[config.mk]
export PLATFORM = sky130hd
export DESIGN_NAME = morse_paddle_keyer
export DESIGN_NICKNAME = d
export VERILOG_FILES = /design/src/sv/mpk_pkg.sv /design/src/sv/mpk_div.sv /design/src/sv/mpk_dp.sv /design/src/sv/mpk_ctrl.sv /design/src/sv/morse_paddle_keyer.sv
export SDC_FILE = /design/constraint.sdc
export NUM_CORES = 1
export LEC_CHECK = 0
export BUFFER_PORTS_ARGS = -buffer_cell sky130_fd_sc_hd__clkbuf_2
export CORE_MARGIN = 8
export CORE_UTILIZATION = 29
export CTS_CLUSTER_DIAMETER = 100
export CTS_CLUSTER_SIZE = 12
export DETAILED_ROUTE_END_ITERATION = 7
export GPL_TIMING_DRIVEN = 1
export MAX_ROUTING_LAYER = met4
export PLACE_DENSITY = 0.43
export SLEW_MARGIN = 10
export SYNTH_ARGS = -nofsm -noshare
export SYNTH_HDL_FRONTEND = slang
export SYNTH_SLANG_ARGS = --single-unit
[constraint.sdc]
create_clock -name i_clk -period 7.3 [get_ports i_clk]
set_input_delay 0.365 -clock i_clk [delete_from_list [all_inputs] [get_ports i_clk]]
set_output_delay 0.365 -clock i_clk [all_outputs]
set_load 0.02 [all_outputs]
[src/sv/mpk_pkg.sv]
// shared constants, codes and controller/datapath interface types for the paddle keyer
// no dependencies
package mpk_pkg;

    localparam int POT_W        = 10;
    localparam int POT_BITS_DEF = 10;
    localparam int WPM_W        = 6;
    localparam int TICK_W       = 13;
    localparam int UNIT_W       = 10;
    localparam int CFG_IDX_W    = 1;

    localparam int UNIT_NUM     = 60000;
    localparam int WPM_FACTOR   = 73;
    localparam int DOT_UNITS    = 2;
    localparam int DASH_UNITS   = 6;
    localparam int WPM_MAX      = (1 << WPM_W) - 1;

    localparam logic [WPM_W-1:0] RST_MAX_WPM = WPM_W'(30);
    localparam logic [WPM_W-1:0] RST_MIN_WPM = WPM_W'(3);

    localparam logic [CFG_IDX_W-1:0] CFG_MAX_WPM = CFG_IDX_W'(0);
    localparam logic [CFG_IDX_W-1:0] CFG_MIN_WPM = CFG_IDX_W'(1);

    typedef enum logic [2:0] {
        TK_HOLD,
        TK_LOAD_DOT,
        TK_LOAD_DASH,
        TK_LOAD_UNIT,
        TK_DEC
    } t_tick_op;

    typedef enum logic [1:0] {
        TN_HOLD,
        TN_CLEAR,
        TN_TOGGLE
    } t_tone_op;

    typedef struct packed {
        logic     in_latch;
        logic     map_start;
        logic     unit_start;
        logic     unit_latch;
        t_tick_op tick_op;
        t_tone_op tone_op;
        logic     out_load;
        logic     out_key;
    } t_dp_cmd;

    typedef struct packed {
        logic dot;
        logic dash;
        logic ticks_zero;
        logic ticks_one;
        logic div_done;
        logic out_free;
    } t_dp_stat;

endpackage

[src/sv/mpk_div.sv]
// bit-serial restoring divider, one quotient bit per cycle
// depends on nothing but its parameters
module mpk_div #(
    parameter int NUM_W = 16,
    parameter int DEN_W = 13
) (
    input  logic             i_clk,
    input  logic             i_rst_n,
    input  logic             i_start,
    input  logic [NUM_W-1:0] i_num,
    input  logic [DEN_W-1:0] i_den,
    output logic             o_done,
    output logic [NUM_W-1:0] o_quo
);

    localparam int CNT_W = $clog2(NUM_W + 1);

    logic             r_busy;
    logic             r_done;
    logic [CNT_W-1:0] r_cnt;
    logic [DEN_W-1:0] r_rem;
    logic [NUM_W-1:0] r_quo;
    logic [DEN_W-1:0] r_den;

    logic [DEN_W:0]   rem_sh;
    logic             ge;
    logic [DEN_W:0]   rem_nx;

    always_comb begin
        rem_sh = {r_rem, r_quo[NUM_W-1]};
        ge     = rem_sh >= {1'b0, r_den};
        rem_nx = ge ? rem_sh - {1'b0, r_den} : rem_sh;
    end

    always_ff @(posedge i_clk) begin
        if (!i_rst_n) begin
            r_busy <= 1'b0;
            r_done <= 1'b0;
            r_cnt  <= '0;
        end else begin
            r_done <= 1'b0;
            if (i_start) begin
                r_busy <= 1'b1;
                r_cnt  <= CNT_W'(NUM_W);
            end else if (r_busy) begin
                r_cnt <= r_cnt - CNT_W'(1);
                if (r_cnt == CNT_W'(1)) begin
                    r_busy <= 1'b0;
                    r_done <= 1'b1;
                end
            end
        end
    end

    always_ff @(posedge i_clk) begin
        if (i_start) begin
            r_rem <= '0;
            r_quo <= i_num;
            r_den <= i_den;
        end else if (r_busy) begin
            r_rem <= rem_nx[DEN_W-1:0];
            r_quo <= {r_quo[NUM_W-2:0], ge};
        end
    end

    assign o_done = r_done;
    assign o_quo  = r_quo;

endmodule

[src/sv/mpk_dp.sv]
// keyer datapath: speed registers, unit computation, tick counter, sidetone, result register
// depends on mpk_pkg and mpk_div
module mpk_dp
    import mpk_pkg::*;
#(
    parameter int POT_BITS = POT_BITS_DEF
) (
    input  logic                 i_clk,
    input  logic                 i_rst_n,
    input  logic                 i_cfg_we,
    input  logic [CFG_IDX_W-1:0] i_cfg_idx,
    input  logic [WPM_W-1:0]     i_cfg_data,
    input  logic                 i_dot_lever_n,
    input  logic                 i_dash_lever_n,
    input  logic [POT_W-1:0]     i_pot_sample,
    input  logic                 i_out_ready,
    output logic                 o_out_valid,
    output logic                 o_key_out,
    output logic                 o_audio_out,
    input  t_dp_cmd              i_cmd,
    output t_dp_stat             o_stat
);

    localparam int PROD_W  = POT_BITS + WPM_W;
    localparam int NUM_W   = $clog2(UNIT_NUM + 1);
    localparam int DEN_W   = $clog2(WPM_MAX * WPM_FACTOR + 1);

    logic [WPM_W-1:0]    r_max_wpm;
    logic [WPM_W-1:0]    r_min_wpm;
    logic                r_dot;
    logic                r_dash;
    logic [POT_BITS-1:0] r_pot;
    logic                r_map_neg;
    logic [WPM_W-1:0]    r_map_q;
    logic [UNIT_W-1:0]   r_unit;
    logic [TICK_W-1:0]   r_ticks;
    logic                r_tone;
    logic                r_out_valid;
    logic                r_key;
    logic                r_audio;

    logic [WPM_W-1:0]    mag;
    logic [PROD_W-1:0]   prod;
    logic [PROD_W-1:0]   map_sum;
    logic [WPM_W:0]      wpm;
    logic [WPM_W:0]      wpm_sat;
    logic [NUM_W-1:0]    div_num;
    logic [DEN_W-1:0]    div_den;
    logic                div_done;
    logic [NUM_W-1:0]    div_quo;

    always_comb begin
        mag  = (r_min_wpm < r_max_wpm) ? r_max_wpm - r_min_wpm : r_min_wpm - r_max_wpm;
        prod = PROD_W'(r_pot) * PROD_W'(mag);
        // divide by 2^POT_BITS - 1: fold the high part back in once
        map_sum = prod + (prod >> POT_BITS) + PROD_W'(1);
        wpm  = r_map_neg ? {1'b0, r_max_wpm} - {1'b0, r_map_q}
                         : {1'b0, r_max_wpm} + {1'b0, r_map_q};
        wpm_sat = (wpm == '0) ? (WPM_W + 1)'(1) : wpm;
        div_num = NUM_W'(UNIT_NUM);
        div_den = DEN_W'(wpm_sat) * DEN_W'(WPM_FACTOR);
    end

    mpk_div #(
        .NUM_W (NUM_W),
        .DEN_W (DEN_W)
    ) u_div (
        .i_clk   (i_clk),
        .i_rst_n (i_rst_n),
        .i_start (i_cmd.unit_start),
        .i_num   (div_num),
        .i_den   (div_den),
        .o_done  (div_done),
        .o_quo   (div_quo)
    );

    // configuration, keyer state and result register
    always_ff @(posedge i_clk) begin
        if (!i_rst_n) begin
            r_max_wpm   <= RST_MAX_WPM;
            r_min_wpm   <= RST_MIN_WPM;
            r_unit      <= '0;
            r_ticks     <= '0;
            r_tone      <= 1'b0;
            r_out_valid <= 1'b0;
        end else begin
            if (i_cfg_we) begin
                unique case (i_cfg_idx)
                    CFG_MAX_WPM: r_max_wpm <= i_cfg_data;
                    CFG_MIN_WPM: r_min_wpm <= i_cfg_data;
                    default: ;
                endcase
            end

            if (i_cmd.unit_latch) begin
                r_unit <= div_quo[UNIT_W-1:0];
            end

            unique case (i_cmd.tick_op)
                TK_LOAD_DOT:  r_ticks <= TICK_W'(r_unit) * TICK_W'(DOT_UNITS);
                TK_LOAD_DASH: r_ticks <= TICK_W'(r_unit) * TICK_W'(DASH_UNITS);
                TK_LOAD_UNIT: r_ticks <= TICK_W'(r_unit);
                TK_DEC:       r_ticks <= r_ticks - TICK_W'(1);
                default: ;
            endcase

            unique case (i_cmd.tone_op)
                TN_CLEAR:  r_tone <= 1'b0;
                TN_TOGGLE: r_tone <= ~r_tone;
                default: ;
            endcase

            if (i_cmd.out_load) begin
                r_out_valid <= 1'b1;
            end else if (i_out_ready) begin
                r_out_valid <= 1'b0;
            end
        end
    end

    always_ff @(posedge i_clk) begin
        if (i_cmd.in_latch) begin
            r_dot  <= ~i_dot_lever_n;
            r_dash <= ~i_dash_lever_n;
            r_pot  <= POT_BITS'(i_pot_sample);
        end
        if (i_cmd.map_start) begin
            r_map_neg <= r_min_wpm < r_max_wpm;
            r_map_q   <= map_sum[POT_BITS +: WPM_W];
        end
        if (i_cmd.out_load) begin
            r_key   <= i_cmd.out_key;
            r_audio <= i_cmd.out_key & ~r_tone;
        end
    end

    always_comb begin
        o_stat.dot        = r_dot;
        o_stat.dash       = r_dash;
        o_stat.ticks_zero = r_ticks == '0;
        o_stat.ticks_one  = r_ticks == TICK_W'(1);
        o_stat.div_done   = div_done;
        o_stat.out_free   = ~r_out_valid | i_out_ready;
    end

    assign o_out_valid = r_out_valid;
    assign o_key_out   = r_key;
    assign o_audio_out = r_audio;

endmodule

[src/sv/mpk_ctrl.sv]
// keyer controller: sequences the dot/dash loop of one tick and drives the datapath
// depends on mpk_pkg
module mpk_ctrl
    import mpk_pkg::*;
(
    input  logic     i_clk,
    input  logic     i_rst_n,
    input  logic     i_in_valid,
    output logic     o_in_ready,
    input  t_dp_stat i_stat,
    output t_dp_cmd  o_cmd
);

    typedef enum logic [2:0] {
        S_IDLE,
        S_STEP,
        S_MAP,
        S_UNIT,
        S_DOT,
        S_EMIT,
        S_EMIT_IDLE
    } t_state;

    typedef enum logic [2:0] {
        KP_CHECK_DOT,
        KP_KEY_DOT,
        KP_GAP_DOT,
        KP_CHECK_DASH,
        KP_KEY_DASH,
        KP_GAP_DASH
    } t_kphase;

    t_state  r_state,  n_state;
    t_kphase r_phase,  n_phase;
    logic    r_dot_free, n_dot_free;
    logic    r_dash_free, n_dash_free;
    t_dp_cmd cmd;

    always_comb begin
        n_state     = r_state;
        n_phase     = r_phase;
        n_dot_free  = r_dot_free;
        n_dash_free = r_dash_free;
        cmd         = '0;

        unique case (r_state)
            S_IDLE: begin
                if (i_in_valid) begin
                    cmd.in_latch = 1'b1;
                    n_dot_free   = 1'b0;
                    n_dash_free  = 1'b0;
                    n_state      = S_STEP;
                end
            end
            S_STEP: begin
                unique case (r_phase)
                    KP_CHECK_DASH: begin
                        if (i_stat.dash) begin
                            n_phase     = KP_KEY_DASH;
                            cmd.tick_op = TK_LOAD_DASH;
                            cmd.tone_op = TN_CLEAR;
                        end else begin
                            n_dash_free = 1'b1;
                            n_phase     = KP_CHECK_DOT;
                            if (r_dot_free) begin
                                n_state = S_EMIT_IDLE;
                            end
                        end
                    end
                    KP_KEY_DOT, KP_KEY_DASH: begin
                        if (i_stat.ticks_zero) begin
                            n_phase     = (r_phase == KP_KEY_DOT) ? KP_GAP_DOT : KP_GAP_DASH;
                            cmd.tick_op = TK_LOAD_UNIT;
                            cmd.tone_op = TN_CLEAR;
                        end else begin
                            n_state = S_EMIT;
                        end
                    end
                    KP_GAP_DOT, KP_GAP_DASH: begin
                        if (i_stat.ticks_zero) begin
                            n_phase     = (r_phase == KP_GAP_DOT) ? KP_CHECK_DASH : KP_CHECK_DOT;
                            cmd.tone_op = TN_CLEAR;
                            if (r_dot_free && r_dash_free) begin
                                n_phase = KP_CHECK_DOT;
                                n_state = S_EMIT_IDLE;
                            end
                        end else begin
                            n_state = S_EMIT;
                        end
                    end
                    default: begin
                        // dot check: fresh unit from the pot first
                        n_phase       = KP_CHECK_DOT;
                        cmd.map_start = 1'b1;
                        n_state       = S_MAP;
                    end
                endcase
            end
            S_MAP: begin
                cmd.unit_start = 1'b1;
                n_state        = S_UNIT;
            end
            S_UNIT: begin
                if (i_stat.div_done) begin
                    cmd.unit_latch = 1'b1;
                    n_state        = S_DOT;
                end
            end
            S_DOT: begin
                n_state = S_STEP;
                if (i_stat.dot) begin
                    n_phase     = KP_KEY_DOT;
                    cmd.tick_op = TK_LOAD_DOT;
                    cmd.tone_op = TN_CLEAR;
                end else begin
                    n_dot_free = 1'b1;
                    n_phase    = KP_CHECK_DASH;
                    if (r_dash_free) begin
                        n_phase = KP_CHECK_DOT;
                        n_state = S_EMIT_IDLE;
                    end
                end
            end
            S_EMIT: begin
                if (i_stat.out_free) begin
                    cmd.out_load = 1'b1;
                    n_state      = S_IDLE;
                    if (r_phase == KP_KEY_DOT || r_phase == KP_KEY_DASH) begin
                        cmd.out_key = 1'b1;
                        if (i_stat.ticks_one) begin
                            n_phase     = (r_phase == KP_KEY_DOT) ? KP_GAP_DOT : KP_GAP_DASH;
                            cmd.tick_op = TK_LOAD_UNIT;
                            cmd.tone_op = TN_CLEAR;
                        end else begin
                            cmd.tick_op = TK_DEC;
                            cmd.tone_op = TN_TOGGLE;
                        end
                    end else begin
                        cmd.tick_op = TK_DEC;
                        if (i_stat.ticks_one) begin
                            n_phase = (r_phase == KP_GAP_DOT) ? KP_CHECK_DASH : KP_CHECK_DOT;
                        end
                    end
                end
            end
            S_EMIT_IDLE: begin
                if (i_stat.out_free) begin
                    cmd.out_load = 1'b1;
                    n_state      = S_IDLE;
                end
            end
            default: n_state = S_IDLE;
        endcase
    end

    always_ff @(posedge i_clk) begin
        if (!i_rst_n) begin
            r_state     <= S_IDLE;
            r_phase     <= KP_CHECK_DOT;
            r_dot_free  <= 1'b0;
            r_dash_free <= 1'b0;
        end else begin
            r_state     <= n_state;
            r_phase     <= n_phase;
            r_dot_free  <= n_dot_free;
            r_dash_free <= n_dash_free;
        end
    end

    assign o_in_ready = r_state == S_IDLE;
    assign o_cmd      = cmd;

endmodule

[src/sv/morse_paddle_keyer.sv]
// iambic paddle keyer top level: controller plus datapath, one result per 1 ms tick
// depends on mpk_pkg, mpk_ctrl, mpk_dp
//
// channel   | dir | handshake                  | fields
// tick in   | in  | i_in_valid / o_in_ready    | i_dot_lever_n, i_dash_lever_n, i_pot_sample
// result    | out | o_out_valid / i_out_ready  | o_key_out, o_audio_out
// config    | in  | i_cfg_we (no wait)         | i_cfg_idx, i_cfg_data
//
// a tick that reaches the dot check also passes S_MAP, S_UNIT (one pass of the bit-serial
// unit divider, one bit per cycle, NUM_W = 16) and S_DOT before its result is emitted
// any other tick goes only through S_STEP to S_EMIT or S_EMIT_IDLE in the controller
// one tick at a time; o_in_ready rises once the result is in the output register
// a stalled result holds the controller before its next result load
// synchronous active-low reset: no valid result, loop at the dot check, 30/3 wpm (key outputs not reset)
module morse_paddle_keyer
    import mpk_pkg::*;
#(
    parameter int POT_BITS = POT_BITS_DEF
) (
    input  logic                 i_clk,
    input  logic                 i_rst_n,
    input  logic                 i_cfg_we,
    input  logic [CFG_IDX_W-1:0] i_cfg_idx,
    input  logic [WPM_W-1:0]     i_cfg_data,
    input  logic                 i_in_valid,
    output logic                 o_in_ready,
    input  logic                 i_dot_lever_n,
    input  logic                 i_dash_lever_n,
    input  logic [POT_W-1:0]     i_pot_sample,
    output logic                 o_out_valid,
    input  logic                 i_out_ready,
    output logic                 o_key_out,
    output logic                 o_audio_out
);

    t_dp_cmd  cmd;
    t_dp_stat stat;

    mpk_ctrl u_ctrl (
        .i_clk      (i_clk),
        .i_rst_n    (i_rst_n),
        .i_in_valid (i_in_valid),
        .o_in_ready (o_in_ready),
        .i_stat     (stat),
        .o_cmd      (cmd)
    );

    mpk_dp #(
        .POT_BITS (POT_BITS)
    ) u_dp (
        .i_clk          (i_clk),
        .i_rst_n        (i_rst_n),
        .i_cfg_we       (i_cfg_we),
        .i_cfg_idx      (i_cfg_idx),
        .i_cfg_data     (i_cfg_data),
        .i_dot_lever_n  (i_dot_lever_n),
        .i_dash_lever_n (i_dash_lever_n),
        .i_pot_sample   (i_pot_sample),
        .i_out_ready    (i_out_ready),
        .o_out_valid    (o_out_valid),
        .o_key_out      (o_key_out),
        .o_audio_out    (o_audio_out),
        .i_cmd          (cmd),
        .o_stat         (stat)
    );

endmodule

; After elaboration in Yosys (flattened, before gate mapping)
; Cells that the tools add are included.
; Widths: inputs -> output; s select.
[totals]
regBits = 115
in_bits = 24
output_inout_bits = 4
wordCells = 172
[classes]
add_sub_neg = 9
mul = 3
magnitude_cmp = 2
n_eq_ne = 33
muxes = 68
bitwise_logic = 9
n_reduce_logical = 24
[ops]
columns = op, n
row1 = $mux 3, 22
row2 = $pmux 13 s4, 1
row3 = $pmux 3 s3, 3
row4 = $mux 1, 21
row5 = $mux 7, 3
row6 = $eq 3x2->1 const B, 6
row7 = $eq 3x3->1 const B, 6
row8 = $pmux 3 s6, 1
row9 = $add 16x1->16 const B, 1
row10 = $add 16x6->16, 1
row11 = $mul 10x6->16, 1
row12 = $mux 5, 3
row13 = $pmux 5 s3, 1
row14 = $ge 14x13->1, 1
row15 = $eq 13x1->1 const B, 1
row16 = $logic_not 13->1, 1
row17 = $mul 7x7->13 const B, 1
row18 = $mux 13, 1
row19 = $sub 13x1->13 const B, 1
row20 = $sub 13x13->13, 1
row21 = $mul 10x2->12 const B, 1
row22 = $ne 2x2->1 const B, 6
row23 = $ne 3x3->1 const B, 4
row24 = $sub 6x6->6, 2
row25 = other kinds (35), 58

; Longest topological paths before layout
; Gate-level depths: netlist (run 1).
[depth]
ltp_word = 7
ltp_mapped = 33
mapped_depth_nobuf = 32

; By module
; From an unflattened synthesis (run 1), not the netlist that was laid out.
[unflattened]
cells_unflattened = 1113
area_unflattened_um2 = 10052.1
[modules_own_cells]
columns = module, n_inst, cells_each, area_each_um2, seq_area_each_um2
row1 = mpk_dp, 1, 746, 6480.0, 1371.3
row2 = mpk_div, 1, 250, 2701.3, 1271.2
row3 = mpk_ctrl, 1, 117, 870.8, 160.2

; Worst setup path after synthesis (run 1)
; No wires, ideal clock.
[synth_timing]
path_kind = reg2reg
start = reg u_dp.r_max_wpm[1]
end = reg u_dp.r_map_q[3] (data pin)
t_arrival_ns = 7.370
path_slack_ns = -0.339
path_stages_with_launch = 29
path_buffers = 1
cell_sequence = dfxtp_1 inv_1 fa_1 a21o_1 a21oi_1 o21bai_1 a21oi_4 mux2_2 a22o_1 buf_2 a311oi_1 fa_1 fa_1 fa_1 inv_1 ha_1 nor2b_1 o31ai_1 a21o_1 xor2_1 inv_1 ha_1 or4b_2 nor3_1 a221oi_1 a21oi_1 o221ai_2 a221oi_1 o31ai_1
[synth_between]
elab_chain_len = 5
word_cells_on_any_way = 7
cone_classes = 4 x add/sub / 1 x mul / 1 x order compare / 1 x mux
[synth_lines]
columns = element, line_no
row1 = "start, declared", mpk_dp.sv:28  ; logic [WPM_W-1:0] r_max_wpm;
row2 = "start signal, assigned", mpk_dp.sv:89  ; CFG_MAX_WPM: r_max_wpm <= i_cfg_data;
row3 = $sub 6x6->6 or $lt 6x6->1 (tied branches), mpk_dp.sv:53  ; mag = (r_min_wpm < r_max_wpm) ? r_max_wpm - r_min_wpm : r_min_wpm - r_max_wpm;
row4 = $mux 6 *, mpk_dp.sv:53
row5 = $mul 10x6->16 *, mpk_dp.sv:54  ; prod = PROD_W'(r_pot) * PROD_W'(mag);
row6 = $add 16x6->16 *, mpk_dp.sv:56  ; map_sum = prod + (prod >> POT_BITS) + PROD_W'(1);
row7 = $add 16x1->16 *, mpk_dp.sv:56
row8 = via u_dp.map_sum[13], mpk_dp.sv:44  ; logic [PROD_W-1:0] map_sum;
row9 = "end signal, assigned", mpk_dp.sv:129  ; r_map_q <= map_sum[POT_BITS +: WPM_W];
row10 = "end, declared", mpk_dp.sv:34  ; logic [WPM_W-1:0] r_map_q;
; The timed path passes the listed nets; every way through them passes the cells marked *.
; A chain may end at the register's enable or synchronous reset.

; Worst setup path after layout (run 1)
[layout_timing]
start = reg u_dp.r_min_wpm[0]
end = reg u_dp.r_map_q[5] (data pin)
[layout_between]
elab_chain_len = 5
word_cells_on_any_way = 7
cone_classes = 4 x add/sub / 1 x mul / 1 x order compare / 1 x mux
[layout_lines]
columns = element, line_no
row1 = "start, declared", mpk_dp.sv:29  ; logic [WPM_W-1:0] r_min_wpm;
row2 = "start signal, assigned", mpk_dp.sv:90  ; CFG_MIN_WPM: r_min_wpm <= i_cfg_data;
row3 = $sub 6x6->6 or $lt 6x6->1 (tied branches), mpk_dp.sv:53
row4 = $mux 6 *, mpk_dp.sv:53
row5 = $mul 10x6->16 *, mpk_dp.sv:54
row6 = $add 16x6->16 *, mpk_dp.sv:56
row7 = $add 16x1->16 *, mpk_dp.sv:56
row8 = via u_dp.map_sum[15], mpk_dp.sv:44
; Marks and branches as above.

==> metrics.json, run 1 <==
{
  "logic_synthesis": {
    "synthMostInstantiatedCell": "sky130_fd_sc_hd__inv_1",
    "post_synth_instance_area_um2": 10100,
    "synth_top_area_cell": "sky130_fd_sc_hd__dfxtp_1",
    "proportion_of_synthesized_chip_area_in_sequential_cells_pct": 26.1,
    "synth-main-ff-cell": "sky130_fd_sc_hd__dfxtp_1",
    "area_fraction_of_the_dominant_cell_type_after_synthesis_pct": 16.0,
    "number_of_instances_in_the_synthesized_netlist": 1205,
    "synth_top_cells_by_area": "sky130_fd_sc_hd__dfxtp_1 (16%), sky130_fd_sc_hd__ha_1 (11%), sky130_fd_sc_hd__edfxtp_1 (10%)",
    "synth_warnings": 0,
    "number_of_synthesized_register_bits": 115,
    "synth-async-reset-ratio_pct": 0,
    "synthDistinctLibCells": 78,
    "synth_fp_nets": 1360,
    "synth_edf_count": 34,
    "synth.cells.most_frequent": "sky130_fd_sc_hd__inv_1 (117), sky130_fd_sc_hd__nand2_1 (109), sky130_fd_sc_hd__ha_1 (92)",
    "average_footprint_of_a_synthesized_cell_um2": 8.39
  },
  "critical_path": {
    "cp.required_ps": 7480,
    "cp-end-kind": "flop",
    "critical_path.max_stage_delay_ps": 560,
    "r2r_startpoint": "u_dp.r_min_wpm[0]",
    "crit_path_top_delay_cell": "sky130_fd_sc_hd__fa_1",
    "worstSetupPathType": "flop to flop",
    "worstSetupStartpoint": "u_dp.r_min_wpm[0]",
    "worst_r2r_endpoint": "u_dp.r_map_q[5]",
    "worst_ep_arrival_time_ps": 7360,
    "worst-r2r-setup-slack_ps": 120,
    "reg2regPathDepth": 34,
    "launching_element_type_of_the_critical_path": "flop",
    "worstPathMaxFanout": 7,
    "critical_path.most_common_cell": "sky130_fd_sc_hd__fa_1"
  },
  "grt": {
    "groute.usage.overall_pct": 13.5,
    "grt_pass1_wl_um": 44600,
    "initial_antenna_violation_count": 0,
    "grt_pass1_vias": 8667,
    "grt_max_degree": 49,
    "grt_overflow": 0
  },
  "routing": {
    "ant_nets": 0,
    "firstDrtPassIters": 5,
    "remaining_drc_errors": 0,
    "detail_route.wl_per_cell_um": 15.1,
    "totalWireLength_um": 26400,
    "dr_total_vias": 8552,
    "detail_route.vias_per_cell": 4.90,
    "initialDrtViolationCount": 449
  },
  "job": {
    "max_cap_viol_count": 0
  },
  "clock_network": {
    "clk_path_buf_depth": 2,
    "clock_latency_ps": 440,
    "clk_pin_slew_worst_paths_ps": 60,
    "cts_max_level": 4,
    "clock_sink_count": 115,
    "cts_hold_buffers": 0,
    "cts_buffers": 17,
    "cts_tree": "yes",
    "clockRootBuffer": "sky130_fd_sc_hd__clkbuf_16"
  },
  "placement": {
    "dpl_cell_area_um2": 11200,
    "globalplace.congestion": 0.802,
    "placement.io_buffers": 27,
    "hpwlAfterDp_um": 19400
  },
  "timing": {
    "slew_headroom_pct": 34.0,
    "final.period_utilization_pct": 98.3,
    "timing_max_transition_violations_final": 0,
    "count_of_endpoints_failing_setup_in_the_final_report": 0,
    "fmax_mhz": 139,
    "unrepaired_setup_endpoints_after_global_routing": "true",
    "hold_viol_final": 0,
    "layout_min_cycle_time_ps": 7180,
    "clock-skew-final_ps": 14.9,
    "worst_slew_pin_slew_ps": 990
  },
  "min_path": {
    "hold_path_startpoint": "i_pot_sample[5]",
    "hold_path.class": "input port to flop",
    "worst_hold_path.endpoint": "u_dp.r_pot[5]",
    "hold_path_depth": 1
  },
  "die": {
    "die_x_um": 203,
    "rows": 68,
    "floorplan.core_area_um2": 34500,
    "boundaryPins": 28,
    "floorplan.initialDensity_pct": 29.3,
    "fp.dieArea_um2": 41100,
    "fp.dieH_um": 203
  },
  "final_layout": {
    "layout-area-overhead-vs-synth_pct": 22.3,
    "finalInstanceArea_um2": 12400,
    "antenna_cells": 0,
    "fill_cells": 3596,
    "layout-drive-gt1-share_pct": 18.8,
    "fin_nets": 1432
  },
  "outcome": {
    "run_status": "finished clean"
  }
}
==> worst max-delay path by stage <==
stage	end	slack [ps]
6_report	u_dp.r_map_q[5]	120
5_1_grt	u_dp.r_map_q[5]	-210
4_1_cts	u_dp.r_map_q[5]	0.2
3_5_place_dp	u_dp.r_map_q[3]	-280
3_3_place_gp	u_dp.r_map_q[3]	-170
2_1_floorplan	u_dp.r_map_q[3]	8
==> metal layers <==
layer	share of wire (%)	global-route usage, %	vias up
met5	0	-	-
met4	1.1	3.86	0
met3	2.4	2.26	18
met2	48	21.9	86
met1	49	17.3	4049
li1	-	-	4399
==> through the flow <==
| stage | worst slack [ps] | setup TNS [ps] | utilization (%) | cells | hold slack, ps |
|---|---|---|---|---|---|
| floorplan | 7.54 | 0 | - | 1205 | 441 |
| global placement | -167 | -414 | 32.4 | 1688 | 456 |
| detailed placement | -280 | -1110 | 32.4 | 1688 | 463 |
| CTS | 0.205 | 0 | 34.9 | 1736 | 83.6 |
| global route | -208 | -715 | 35.9 | 1745 | 77.6 |
| finish | 122 | 0 | 35.9 | 1745 | 109 |
==> layout by cell type, fill, tap and decap left out, types with 14 or more instances in the layout <==
master                      instances
sky130_fd_sc_hd__nand2_1          108
sky130_fd_sc_hd__inv_1            108
sky130_fd_sc_hd__ha_1              82
sky130_fd_sc_hd__nor2_1            81
sky130_fd_sc_hd__dfxtp_1           77
sky130_fd_sc_hd__buf_4             76
sky130_fd_sc_hd__a21oi_1           63
sky130_fd_sc_hd__o21ai_0           58
sky130_fd_sc_hd__fa_1              36
sky130_fd_sc_hd__edfxtp_1          34
sky130_fd_sc_hd__nor3_1            31
sky130_fd_sc_hd__and2_1            31
sky130_fd_sc_hd__xnor2_1           30
sky130_fd_sc_hd__mux2i_1           27
sky130_fd_sc_hd__clkbuf_2          27
sky130_fd_sc_hd__nor2b_1           23
sky130_fd_sc_hd__nor3b_1           21
sky130_fd_sc_hd__nand2b_1          21
sky130_fd_sc_hd__a21boi_0          21
sky130_fd_sc_hd__clkbuf_16         20
sky130_fd_sc_hd__nand3_1           18
sky130_fd_sc_hd__xor2_1            17
sky130_fd_sc_hd__nand4_1           16
sky130_fd_sc_hd__a31oi_1           15
sky130_fd_sc_hd__a21o_1            14
==> critical path, delay by kind of cell, from the launching register on <==
kind                     cells  cell delay [ps]
AO/OA/AOI/OAI               12             2480
adder cells (fa/ha/maj)      7             2540
buffers and inverters        8              720
flip-flops                   1              320
multiplexers                 1              220
AND/OR/NAND/NOR              6              620
==> cells by family (layout without fill, tap and decap cells) <==
logic type	count (synthesis)	after routing	synth area share [%]
AOI/OAI and AO/OA	292	292	19.6
xor gates and xnor gates	48	48	4.16
adders and majority gates	131	131	19.1
buffers and inverters	178	263	6.73
DFF	115	115	26.1
muxes	34	34	3.44
and+or+nand+nor	407	407	20.8
==> sequential cells by signal, indices dropped and copies added (netlist names), 3 cells and up <==
register / flops
u_dp.u_div.r_den: 13
u_dp.r_max_wpm: 6
u_dp.r_pot: 10
u_dp.r_min_wpm: 6
u_dp.u_div.r_cnt: 5
u_ctrl.r_state: 3
u_dp.u_div.o_quo: 16
u_dp.r_unit: 10
u_dp.r_map_q: 6
u_ctrl.r_phase: 3
u_dp.r_ticks: 13
u_dp.u_div.r_rem: 13
==> layout make-up <==
cell class	count	area, um2	area share, %
Multi-Input combinational cell	912	7230	58.5
Sequential cell	115	2650	21.4
Timing Repair Buffer	114	896	7.24
Tap cell	455	569	4.60
Clock buffer	19	454	3.67
Inverter	117	439	3.55
Clock inverter	13	126	1.02
==> repair_timing <==
action / 4_1_cts / 5_1_grt
setup endpoints to repair: 6 / 6
pin swaps: 43 / 54
setup buffers: 16 / 7
gates cloned: 0 / 2
gates resized for setup: 37 / 47
endpoints found under the hold margin: 0 / 0
Power of run 1 is left out: the tool's default activity adds up to more than one toggle a clock period on the data nets, which glitch-free logic cannot reach.
==> inputs of run 2 (changes only) <==
--- a/config.mk
+++ b/config.mk
@@ -14,6 +14,7 @@
 export GPL_TIMING_DRIVEN = 1
 export MAX_ROUTING_LAYER = met4
 export PLACE_DENSITY = 0.43
+export RECOVER_POWER = 100
 export SLEW_MARGIN = 10
 export SYNTH_ARGS = -nofsm -noshare
 export SYNTH_HDL_FRONTEND = slang
==> metrics.json, run 2 (synthesis gave the netlist of run 1 again) <==
{
  "timing": {
    "slew_headroom_pct": -26.3,
    "timing_max_transition_violations_final": 44,
    "layout_min_cycle_time_ps": 7180,
    "worst_slew_pin_slew_ps": 1890,
    "fmax_mhz": 139,
    "final.period_utilization_pct": 98.3,
    "hold_viol_final": 0,
    "unrepaired_setup_endpoints_after_global_routing": "true",
    "clock-skew-final_ps": 14.6,
    "count_of_endpoints_failing_setup_in_the_final_report": 0
  },
  "critical_path": {
    "setup.worst_path.end": "u_dp.r_map_q[5]",
    "cp-end-kind": "flop",
    "worstSetupPathType": "flop to flop",
    "r2r_startpoint": "u_dp.r_min_wpm[0]",
    "worst_ep_arrival_time_ps": 7360,
    "worstSetupStartpoint": "u_dp.r_min_wpm[0]",
    "launching_element_type_of_the_critical_path": "flop",
    "worst-r2r-setup-slack_ps": 120,
    "critical_path.max_stage_delay_ps": 560,
    "worstPathMaxFanout": 7,
    "crit_path_top_delay_cell": "sky130_fd_sc_hd__fa_1",
    "reg2regPathDepth": 34,
    "critical_path.most_common_cell": "sky130_fd_sc_hd__fa_1",
    "worst_r2r_endpoint": "u_dp.r_map_q[5]",
    "cp.required_ps": 7480
  },
  "die": {
    "fp.dieH_um": 203,
    "floorplan.core_area_um2": 34500,
    "boundaryPins": 28,
    "fp.dieArea_um2": 41100,
    "die_x_um": 203,
    "rows": 68,
    "floorplan.initialDensity_pct": 29.3
  },
  "clock_network": {
    "cts_hold_buffers": 0,
    "clock_sink_count": 115,
    "cts_buffers": 17,
    "cts_max_level": 4,
    "clk_pin_slew_worst_paths_ps": 60,
    "clk_path_buf_depth": 2,
    "clock_latency_ps": 440,
    "clockRootBuffer": "sky130_fd_sc_hd__clkbuf_16",
    "cts_tree": "yes"
  },
  "routing": {
    "remaining_drc_errors": 0,
    "wl_met2_um": 12600,
    "sum_of_met3_wire_segment_lengths_after_detailed_routing_um": 672,
    "ant_nets": 0,
    "drt-met1-wl_um": 12900,
    "highest_layer": "met4",
    "detail_route.wl_per_cell_um": 15.2,
    "initialDrtViolationCount": 470,
    "totalWireLength_um": 26400,
    "detail_route.vias_per_cell": 4.92,
    "dr_total_vias": 8585,
    "firstDrtPassIters": 5
  },
  "grt": {
    "grt_max_degree": 49,
    "grt_overflow": 0,
    "grt_pass1_wl_um": 44600,
    "grt_pass1_vias": 8667,
    "groute.usage.overall_pct": 13.5,
    "initial_antenna_violation_count": 0
  },
  "final_layout": {
    "layout-drive-gt1-share_pct": 18.4,
    "fin_nets": 1432,
    "largest_reg_flops": 16,
    "finalInstanceArea_um2": 12400,
    "antenna_cells": 0,
    "layout-area-overhead-vs-synth_pct": 22.2,
    "leading_cell_types_in_the_layout_fill_and_taps_excluded": "sky130_fd_sc_hd__nand2_1 (108), sky130_fd_sc_hd__inv_1 (108), sky130_fd_sc_hd__ha_1 (82), sky130_fd_sc_hd__nor2_1 (81), sky130_fd_sc_hd__dfxtp_1 (77)"
  },
  "placement": {
    "hpwlAfterDp_um": 19400,
    "globalplace.congestion": 0.802,
    "dpl_cell_area_um2": 11200,
    "placement.io_buffers": 27
  },
  "outcome": {
    "run_status": "finished with violations",
    "violations": "capacitance limit, slew limit"
  },
  "min_path": {
    "hold_path.class": "input port to flop"
  },
  "job": {
    "max_cap_viol_count": 1
  }
}
run 2: cell types whose count changed in the layout (fill, tap and decap cells not counted), sizes merged:
cell    previous run  this run
clkbuf            48        49
buf               85        84
run 2: area by class of cell:
type	instances	area, um2
flip-flops and latches	115	2650
multi-input cells	912	7230
clock buffers	19	454
repair buffers	114	887
inverters	117	439
clock inverters	13	126
fillers	3601	22100
well taps	455	569
run 2: per-stage QoR:
stage	worst slack, ps	hold WS (ps)	utilization (%)	TNS [ps]	std cells
final	122	108	35.9	0	1745
after global routing	-208	77.6	35.9	-715	1745
after CTS	0.205	83.6	34.9	0	1736
after detailed placement	-280	463	32.4	-1110	1688
after global placement	-167	456	32.4	-414	1688
after floorplan	7.54	441	-	0	1205
run 2: how the worst min path moves through the flow:
| stage | slack, ps | cells past startpoint | endpoint | startpoint |
|---|---|---|---|---|
| floorplan | 440 | 2 | u_dp.u_div.o_quo[11] | u_dp.u_div.o_quo[11] |
| finish | 110 | 1 | u_dp.r_pot[5] | i_pot_sample[5] |
| global placement | 460 | 2 | u_dp.u_div.o_quo[14] | u_dp.u_div.o_quo[14] |
| CTS | 80 | 1 | u_dp.r_pot[9] | i_pot_sample[9] |
| global route | 80 | 1 | u_dp.r_pot[9] | i_pot_sample[9] |
| detailed placement | 460 | 2 | u_dp.u_div.o_quo[13] | u_dp.u_div.o_quo[13] |
run 2: critical path, delay by kind of cell, from the launching register on:
kind                       cells  cell delay [ps]
buffers and inverters          8              720
muxes                          1              220
AOI/OAI and AO/OA             12             2480
DFF                            1              320
adders and majority gates      7             2540
and+or+nand+nor                6              620
run 2: timing repair:
item	in CTS	in global routing
pin swaps	43	54
gates cloned	0	2
endpoints found under the setup margin	6	6
resized for setup	37	47
buffers inserted	16	7
run 2: routing by layer:
layer	GRT usage [%]	vias to the layer above
met5	-	-
met4	3.86	0
met3	2.26	17
met2	21.9	96
met1	17.3	4071
li1	-	4401
Power of run 2 is left out for the same reason.
